--- src/hdl/mexp_pkg.sv ---
`default_nettype none

package mexp_pkg;

    // Data width of the input, output and configuration ports.
    localparam int unsigned PORT_WIDTH = 32;

    // One command word from the controller to the datapath per cycle.
    typedef struct packed {
        logic load;      // capture a new base and exponent
        logic red_step;  // one bit of the base reduction
        logic mul_init;  // clear the accumulators before a multiply pass
        logic mul_step;  // one multiplier bit of the multiply and square pass
        logic mul_end;   // commit the products of one exponent bit
        logic out_load;  // move the result into the output register
    } t_dp_cmd;

endpackage

`default_nettype wire

--- src/hdl/modular_exponentiation.sv ---
// Modular exponentiation, power = base ** exponent mod modulus.
// The modulus is set through i_cfg_we / i_cfg_data and is 1 after reset;
// only its low OPERAND_WIDTH bits are used, and a zero modulus gives 0.
// It may be changed only while no word is in flight.
// Input words (i_base, i_exponent) are taken on i_in_valid & o_in_ready,
// result words (o_power) are delivered on o_out_valid & i_out_ready.
// One word is worked on at a time. The base is first reduced one bit
// at a time, then each exponent bit takes a bit-serial pass that forms
// result * base and base * base together, one multiplier bit per cycle,
// between a clear step and a commit step. The next word is accepted
// once the result has been moved into the output register.
// The result sits in an output register; if the receiver stalls, the
// block can take and compute the next word, but holds its result until
// the output register is free. A synchronous reset on i_rst_n drops any
// word in flight, clears o_out_valid and sets the modulus back to 1.
`default_nettype none

module modular_exponentiation import mexp_pkg::*; #(
    parameter int unsigned OPERAND_WIDTH = 32
) (
    input  wire logic                  i_clk,
    input  wire logic                  i_rst_n,
    input  wire logic                  i_cfg_we,
    input  wire logic [PORT_WIDTH-1:0] i_cfg_data,
    input  wire logic                  i_in_valid,
    output logic                       o_in_ready,
    input  wire logic [PORT_WIDTH-1:0] i_base,
    input  wire logic [PORT_WIDTH-1:0] i_exponent,
    output logic                       o_out_valid,
    input  wire logic                  i_out_ready,
    output logic      [PORT_WIDTH-1:0] o_power
);

    t_dp_cmd cmd;

    mexp_ctrl #(
        .OPERAND_WIDTH(OPERAND_WIDTH)
    ) u_ctrl (
        .i_clk       (i_clk),
        .i_rst_n     (i_rst_n),
        .i_in_valid  (i_in_valid),
        .o_in_ready  (o_in_ready),
        .o_out_valid (o_out_valid),
        .i_out_ready (i_out_ready),
        .o_cmd       (cmd)
    );

    mexp_dp #(
        .OPERAND_WIDTH(OPERAND_WIDTH)
    ) u_dp (
        .i_clk      (i_clk),
        .i_rst_n    (i_rst_n),
        .i_cfg_we   (i_cfg_we),
        .i_cfg_data (i_cfg_data),
        .i_base     (i_base),
        .i_exponent (i_exponent),
        .i_cmd      (cmd),
        .o_power    (o_power)
    );

endmodule

`default_nettype wire

--- src/hdl/mexp_dp.sv ---
`default_nettype none

module mexp_dp import mexp_pkg::*; #(
    parameter int unsigned OPERAND_WIDTH = 32
) (
    input  wire logic                  i_clk,
    input  wire logic                  i_rst_n,
    input  wire logic                  i_cfg_we,
    input  wire logic [PORT_WIDTH-1:0] i_cfg_data,
    input  wire logic [PORT_WIDTH-1:0] i_base,
    input  wire logic [PORT_WIDTH-1:0] i_exponent,
    input  wire t_dp_cmd               i_cmd,
    output logic      [PORT_WIDTH-1:0] o_power
);

    localparam int unsigned W = OPERAND_WIDTH;

    // One step of an MSB-first interleaved modular multiply:
    // acc = (2 * acc + (add ? x : 0)) mod m, with acc and x below m.
    function automatic logic [W-1:0] f_modstep(
        input logic [W-1:0] acc,
        input logic         add,
        input logic [W-1:0] x,
        input logic [W-1:0] m
    );
        logic [W:0] t;
        logic [W:0] u;
        t = {acc, 1'b0};
        if (t >= {1'b0, m}) begin
            t = t - {1'b0, m};
        end
        u = t;
        if (add) begin
            u = t + {1'b0, x};
            if (u >= {1'b0, m}) begin
                u = u - {1'b0, m};
            end
        end
        return u[W-1:0];
    endfunction

    logic [PORT_WIDTH-1:0] r_mod;
    logic [W-1:0]          r_shift;
    logic [W-1:0]          r_b;
    logic [W-1:0]          r_e;
    logic [W-1:0]          r_r;
    logic [W-1:0]          r_acc_r;
    logic [W-1:0]          r_acc_b;
    logic                  r_zero_mod;
    logic [PORT_WIDTH-1:0] r_power;
    logic [W-1:0]          m;

    assign m = r_mod[W-1:0];

    always_ff @(posedge i_clk) begin
        if (!i_rst_n) begin
            r_mod <= PORT_WIDTH'(1);
        end else if (i_cfg_we) begin
            r_mod <= i_cfg_data;
        end
    end

    always_ff @(posedge i_clk) begin
        if (i_cmd.load) begin
            r_shift    <= i_base[W-1:0];
            r_b        <= '0;
            r_e        <= i_exponent[W-1:0];
            r_r        <= (m == W'(1)) ? '0 : W'(1);
            r_zero_mod <= (m == '0);
        end
        // The base is reduced by shifting it in one bit at a time.
        if (i_cmd.red_step) begin
            r_b     <= f_modstep(r_b, r_shift[W-1], W'(1), m);
            r_shift <= {r_shift[W-2:0], 1'b0};
        end
        // Result times base and base squared share the bits of the base.
        if (i_cmd.mul_init) begin
            r_acc_r <= '0;
            r_acc_b <= '0;
            r_shift <= r_b;
        end
        if (i_cmd.mul_step) begin
            r_acc_r <= f_modstep(r_acc_r, r_shift[W-1], r_r, m);
            r_acc_b <= f_modstep(r_acc_b, r_shift[W-1], r_b, m);
            r_shift <= {r_shift[W-2:0], 1'b0};
        end
        if (i_cmd.mul_end) begin
            if (r_e[0]) begin
                r_r <= r_acc_r;
            end
            r_b <= r_acc_b;
            r_e <= {1'b0, r_e[W-1:1]};
        end
        if (i_cmd.out_load) begin
            r_power <= r_zero_mod ? '0 : PORT_WIDTH'(r_r);
        end
    end

    assign o_power = r_power;

endmodule

`default_nettype wire

--- src/hdl/mexp_ctrl.sv ---
`default_nettype none

module mexp_ctrl import mexp_pkg::*; #(
    parameter int unsigned OPERAND_WIDTH = 32
) (
    input  wire logic i_clk,
    input  wire logic i_rst_n,
    input  wire logic i_in_valid,
    output logic      o_in_ready,
    output logic      o_out_valid,
    input  wire logic i_out_ready,
    output t_dp_cmd   o_cmd
);

    localparam int unsigned CW = $clog2(OPERAND_WIDTH);
    localparam logic [CW-1:0] LAST = CW'(OPERAND_WIDTH - 1);

    localparam logic [2:0] S_IDLE  = 3'd0;
    localparam logic [2:0] S_RED   = 3'd1;
    localparam logic [2:0] S_MINIT = 3'd2;
    localparam logic [2:0] S_MSTEP = 3'd3;
    localparam logic [2:0] S_MEND  = 3'd4;
    localparam logic [2:0] S_DONE  = 3'd5;

    logic [2:0]    r_state, n_state;
    logic [CW-1:0] r_bit, n_bit;
    logic [CW-1:0] r_ebit, n_ebit;
    logic          r_out_valid, n_out_valid;
    logic          accept;
    logic          out_free;

    assign o_in_ready = (r_state == S_IDLE);
    assign accept     = i_in_valid && o_in_ready;
    assign out_free   = !r_out_valid || i_out_ready;

    always_comb begin
        n_state     = r_state;
        n_bit       = r_bit;
        n_ebit      = r_ebit;
        n_out_valid = r_out_valid && !i_out_ready;
        o_cmd       = '0;
        case (r_state)
            S_IDLE: begin
                if (accept) begin
                    o_cmd.load = 1'b1;
                    n_bit      = '0;
                    n_state    = S_RED;
                end
            end
            S_RED: begin
                o_cmd.red_step = 1'b1;
                n_bit          = r_bit + CW'(1);
                if (r_bit == LAST) begin
                    n_ebit  = '0;
                    n_state = S_MINIT;
                end
            end
            S_MINIT: begin
                o_cmd.mul_init = 1'b1;
                n_bit          = '0;
                n_state        = S_MSTEP;
            end
            S_MSTEP: begin
                o_cmd.mul_step = 1'b1;
                n_bit          = r_bit + CW'(1);
                if (r_bit == LAST) begin
                    n_state = S_MEND;
                end
            end
            S_MEND: begin
                o_cmd.mul_end = 1'b1;
                n_ebit        = r_ebit + CW'(1);
                n_state       = (r_ebit == LAST) ? S_DONE : S_MINIT;
            end
            S_DONE: begin
                // Hold the finished word until the output register is free.
                if (out_free) begin
                    o_cmd.out_load = 1'b1;
                    n_out_valid    = 1'b1;
                    n_state        = S_IDLE;
                end
            end
            default: begin
                n_state = S_IDLE;
            end
        endcase
    end

    always_ff @(posedge i_clk) begin
        if (!i_rst_n) begin
            r_state     <= S_IDLE;
            r_bit       <= '0;
            r_ebit      <= '0;
            r_out_valid <= 1'b0;
        end else begin
            r_state     <= n_state;
            r_bit       <= n_bit;
            r_ebit      <= n_ebit;
            r_out_valid <= n_out_valid;
        end
    end

    assign o_out_valid = r_out_valid;

endmodule

`default_nettype wire
--- config.mk ---
export PLATFORM = sky130hd
export DESIGN_NAME = modular_exponentiation
export DESIGN_NICKNAME = d
export VERILOG_FILES = /design/src/hdl/mexp_pkg.sv /design/src/hdl/modular_exponentiation.sv /design/src/hdl/mexp_dp.sv /design/src/hdl/mexp_ctrl.sv
export SDC_FILE = /design/constraint.sdc
export NUM_CORES = 1
export LEC_CHECK = 0
export ABC_AREA = 1
export BUFFER_PORTS_ARGS = -buffer_cell sky130_fd_sc_hd__buf_2
export CAP_MARGIN = 30
export CORE_MARGIN = 2
export CORE_UTILIZATION = 40
export CTS_CLUSTER_DIAMETER = 120
export DETAILED_ROUTE_END_ITERATION = 10
export GPL_ROUTABILITY_DRIVEN = 0
export PLACE_DENSITY = 0.58
export SLEW_MARGIN = 10
export SYNTH_ARGS = -nofsm -noshare
export SYNTH_HDL_FRONTEND = slang
export SYNTH_SLANG_ARGS = --single-unit
--- constraint.sdc ---
create_clock -name i_clk -period 16.8 [get_ports i_clk]
set_input_delay 1.68 -clock i_clk [delete_from_list [all_inputs] [get_ports i_clk]]
set_output_delay 1.68 -clock i_clk [all_outputs]
set_load 0.005 [all_outputs]
Word level (Yosys, flattened, before mapping). Index checks and enable logic that the tools add are counted.

$add $sub $neg: 11. $lt $le $gt $ge: 6. Equal/unequal tests: 12. Muxes and demuxes: 48. Reduce and logical (&&, ||, !) cells: 18.

Operators with widths (count): 32-bit two-way mux (19); 33-bit by 32-bit >= comparator with 1-bit output (6); 33-bit two-way mux (6); 33-bit by 32-bit subtractor with 33-bit output (3); 32-bit subtractor (3); 33-bit by 32-bit adder with 33-bit output (2); 31-bit two-way mux (2); 33-bit by 1-bit adder with 33-bit output, second input constant (1); 32-bit by 1-bit == test with 1-bit output, second input constant (1); 32-bit logical NOT (1); 3-bit case mux with 6 select lines (1); 3-bit two-way mux (5); 5-bit case mux with 3 select lines (1); 1-bit two-way mux (11); 5-bit by 1-bit adder with 5-bit output, second input constant (2); 5-bit == test, second input constant (2); 5-bit two-way mux (2); 5-bit case mux with 2 select lines (1); 3-bit nonzero test (3); 3-bit by 2-bit == test with 1-bit output, second input constant (2); 3-bit == test, second input constant (2); 2-bit by 1-bit inequality test with 1-bit output, second input constant (3); 2-bit nonzero test (3); 2-bit AND reduction (2); other kinds (9) (11).

Register bits after elaboration: 271. Bits of input ports: 101. Logic and storage cells: 110.

Depth between registers and ports, before layout.
Word-level depth: 9. Gate-level depth with buffers: 51.

Cells and area by module. Synthesis repeated with hierarchy kept, for this count alone.

Cell total of the unflattened synthesis: 4514. Area total of the unflattened synthesis: 29568.4 µm².

By module, submodules not included: mexp_dp (times used 1, cells an instance 4400, area an instance 28787.6 µm², sequential area each 7056.8 µm²); mexp_ctrl (times used 1, cells an instance 114, area an instance 780.7 µm², sequential area each 280.3 µm²).

Worst setup path after synthesis. OpenSTA, ideal clock, no wires.

Kind: reg2reg. Start point: register u_dp.r_mod[1] (netlist: u_dp.m[1]). End point: register u_dp.r_acc_b[17] (data pin). Setup time: 253 ps. Arrival time: 6477 ps. Data required time: 16547 ps. Path slack: 10069 ps. Stages on the path, launching flop included: 47. Path buffers: 2. Clock period less this slack: 6731 ps. Cell sequence: dfxtp_1 inv_1 ha_1 nand3_1 nand2_1 nand2_1 nand2_1 nand2_1 nand2_1 nand2_1 nand2_1 nand2_1 nand2_1 nand2_1 nand2_1 nand2_1 nand2_1 nand2_1 (+11 left out) o21ai_1 xor2_1 ha_1 a21oi_1 o21ai_0 a21oi_1 o21ai_0 a21oi_1 o21ai_0 a21oi_1 o21ai_0 a21oi_1 nand2_1 clkbuf_1 nand2_1 nand2_1 o21bai_1 inv_1.

Word-level cells in the longest chain between the ends: 8. Elaborated cells on any way between the ends: 10. Classes of those cells: add/sub: 3; order compare: 2; mux: 5.

Ends and longest elaborated chain: from (decl) (line mexp_dp.sv:42) `logic [PORT_WIDTH-1:0] r_mod;`; from (signal assigned) (line mexp_dp.sv:59) `r_mod <= i_cfg_data;`; 33-bit by 32-bit subtractor with 33-bit output / 33-bit by 32-bit >= comparator with 1-bit output (equally long branches) (line mexp_dp.sv:30, mexp_dp.sv:29); 33-bit two-way mux (line mexp_dp.sv:29) `if (t >= {1'b0, m}) begin`; 33-bit two-way mux (line mexp_dp.sv:82) `if (i_cmd.mul_step) begin`; 33-bit by 32-bit adder with 33-bit output (line mexp_dp.sv:34) `u = t + {1'b0, x};`; 32-bit subtractor / 33-bit by 32-bit >= comparator with 1-bit output (equally long branches) (line mexp_dp.sv:36, mexp_dp.sv:35); 32-bit two-way mux (line mexp_dp.sv:35) `if (u >= {1'b0, m}) begin`; 32-bit two-way mux (*) (line mexp_dp.sv:33) `if (add) begin`; 32-bit two-way mux (*) (line mexp_dp.sv:82); to (signal assigned) (line mexp_dp.sv:84) `r_acc_b <= f_modstep(r_acc_b, r_shift[W-1], r_b, m);`; to (decl) (line mexp_dp.sv:48) `logic [W-1:0] r_acc_b;`.

Every way passes the cells marked *; elsewhere a longest branch is shown, timed or not. The select of a mux whose other input is x is not followed. A chain may end at the register's enable or synchronous reset.

Final worst setup path.
Start point: register u_dp.r_mod[1] (netlist: u_dp.m[1]). End point: register u_dp.r_acc_b[3] (data pin).

Same word-level chain as after synthesis.

==> flow_metrics.env <==
export IMPL_gr_total_overflow=0
export IMPL_n_antenna_cell=0
export IMPL_cts_buffers=36
export IMPL_final_common_cell="nand2_1"
export IMPL_synth_top_family_by_area="simple AND/OR/NAND/NOR gates"
export IMPL_startpoint_type="register"
export IMPL_slowest_delay_ns=0.65
export IMPL_final_cell_mix="1,183 x nand2_1, 590 x inv_1, 398 x a21oi_1"
export IMPL_async_flop_share=0
export IMPL_insertion_delay_ns=0.59
export IMPL_h_tree_depth=2
export IMPL_synthAdderAreaFrac=0.116
export IMPL_rsz0062_at_grt="no"
export IMPL_wirelength_mm=114
export IMPL_max_freq_mhz=104
export IMPL_port_buffers=134
export IMPL_synth_nets=4823
export IMPL_clock_skew_final_ns=0.0261
export IMPL_worstSetupPathType="register to register"
export IMPL_routed_via_density=5.54
export IMPL_cts_setup_buffers=0
export IMPL_initial_core_util=0.402
export IMPL_ant_nets=0
export IMPL_synth_simple_area_share=0.303
export IMPL_cts_root_buf="clkbuf_16"
export IMPL_setup_tns_ns=0
export IMPL_drc=0
export IMPL_track_usage=0.296
export IMPL_worst_pin_slew_ns=1.07
export IMPL_vias=30792
export IMPL_synth_warnings=0
export IMPL_chipWidth_um=274
export IMPL_drt_pre_antenna_iters=8
export IMPL_synth_mux_area_frac=0
export IMPL_die_area_um2=75100
export IMPL_synth_area_per_cell_um2=6.55
export IMPL_synth_edf_count=191
export IMPL_fill_cells=7806
export IMPL_finalSetupViolCount=0
export IMPL_cp_end_kind="register"
export IMPL_seq_area_frac_synth=0.252
export IMPL_maxSlewHeadroom=0.280
export IMPL_synth_xor_area_share=0.0708
export IMPL_cts_hold_buf=0
export IMPL_finalHoldViolations=0
export IMPL_die_y_um=274
export IMPL_synth_main_ff_cell="edfxtp_1"
export IMPL_cpMostUsedCell="nand2_1"
export IMPL_outcome="finished clean"
export IMPL_cp_arrival_ns=9.90
export IMPL_hp_class="register to register"
export IMPL_holdWs_ns=0.453
export IMPL_maxCapViolCount=0
export IMPL_boundaryPins=135
export IMPL_critPathMaxFanout=44
export IMPL_slew_viol_final=0
export IMPL_clk_path_buf_depth=3
export IMPL_core_area_um2=72600
export IMPL_syn_area_um2=29200
export IMPL_fin_nets=4937
export IMPL_synth_cells=4455
export IMPL_grt_antenna_before_repair=5
export IMPL_ys_types=56
export IMPL_finalCritPeriodShare=0.570
export IMPL_drtIter0Drc=3354
export IMPL_post_cts_resize_count=0
export IMPL_num_rows=99
export IMPL_grt_pass1_vias=27647
export IMPL_wire_per_inst_um=20.5
export IMPL_hpwlAfterDp_mm=91.1
export IMPL_cts_sinks=271
export IMPL_areaGrowthSynthToFinish_pct=10.9
export IMPL_min_period_ns=9.57
export IMPL_grt_max_degree=142
export IMPL_path_clk_slew_ns=0.06
export IMPL_layout_drive_gt1_share=0.0770
export IMPL_cts_tree="built"
export IMPL_ys_seq_elements=271
export IMPL_synth_compound_area_frac=0.162
export IMPL_grt_first_pass_wirelength_mm=170
export IMPL_crit_slowest_cell="o21ai_0"
export IMPL_cp_required_ns=17.13
## synthesized netlist by cell type, types with 14 or more instances
master    number  area [um^2]
nand2_1     1183         4440
inv_1        590         2210
a21oi_1      399         2000
nor2_1       354         1330
nand3_1      325         1630
o21ai_0      273         1370
ha_1         260         3250
edfxtp_1     191         5740
xor2_1       154         1350
clkbuf_1      89          334
dfxtp_1       80         1600
xnor2_1       80          701
nand4_1       69          432
nor3_1        39          195
o22ai_1       32          200
or2_2         28          175
o21ai_1       27          135
nor4_1        22          138
o21a_1        22          165
a31oi_1       21          131
nand2_2       20          125
o21bai_1      20          150
a21o_1        16          120
nor2_2        15         93.8
inv_2         14         52.6
nand3b_1      14          105
## sequential cells by signal, indices dropped and copies added, names as in the netlist, 5 cells and up
register	flops
u_ctrl.r_ebit	5
u_dp.o_power	32
u_dp.r_r	32
u_dp.r_e	32
u_dp.r_shift	32
u_ctrl.r_bit	5
u_dp.m	32
u_dp.r_acc_b	32
u_dp.r_acc_r	32
u_dp.r_b	32
## worst max-delay path: cells and delay by family, from the launching register on
family	cells	cell delay [ns]
AOI/OAI and AO/OA	11	2.91
xor gates and xnor gates	1	0.16
DFF	1	0.34
and+or+nand+nor	27	2.86
adders and majority gates	3	1.22
buffers and inverters	9	1.75
## layer usage
layer,share of wire,vias to the layer above,GRT usage
met5,0.00011,-,0
li1,-,15066,-
met4,0.036,2,0.0973
met2,0.42,1312,0.449
met1,0.46,14218,0.430
met3,0.086,194,0.0418
## path summary, 6_finish.rpt
| path | from | end | slack [ns] | cells past startpoint |
|---|---|---|---|---|
| max | u_dp.m[1]$_SDFFE_PN0P_ | u_dp.r_acc_b[3]$_SDFFCE_PN0P_ | 7.23 | 51 |
| min | u_dp.r_e[31]$_SDFFE_PP0P_ | u_dp.r_e[31]$_SDFFE_PP0P_ | 0.45 | 2 |
| max reg2reg | u_dp.m[1]$_SDFFE_PN0P_ | u_dp.r_acc_b[3]$_SDFFCE_PN0P_ | 7.23 | 51 |
| min reg2reg | u_dp.r_e[31]$_SDFFE_PP0P_ | u_dp.r_e[31]$_SDFFE_PP0P_ | 0.45 | 2 |
## through the flow
stage,utilization,cell area [um^2],setup WS [ns],instances
after CTS,0.445,32300,7.10,5553
after global placement,0.427,31000,7.23,5486
after floorplan,-,29200,10.07,4455
final,0.445,32300,7.23,5556
after global routing,0.445,32300,6.27,5556
after detailed placement,0.427,31000,7.15,5487
## cells by family (layout without fill, tap and decap cells)
group,count (synthesis),in the layout
and+or+nand+nor,2087,2087
adders and majority gates,267,267
buffers and inverters,728,870
xor gates and xnor gates,235,235
AOI/OAI and AO/OA,867,867
DFF,271,271
## final cells by class
cell class,count,area [um^2],share of cell area
clock buffer,47,1020,0.0317
clock inverter,19,265,0.00820
inverter,610,2290,0.0708
multi-input combinational,3456,19100,0.589
sequential,271,7340,0.227
tap,959,1200,0.0371
timing repair buffer,194,1160,0.0360
Power is not shown: default switching activity piles up to over one toggle a cycle in this logic, so the estimate is an artifact.
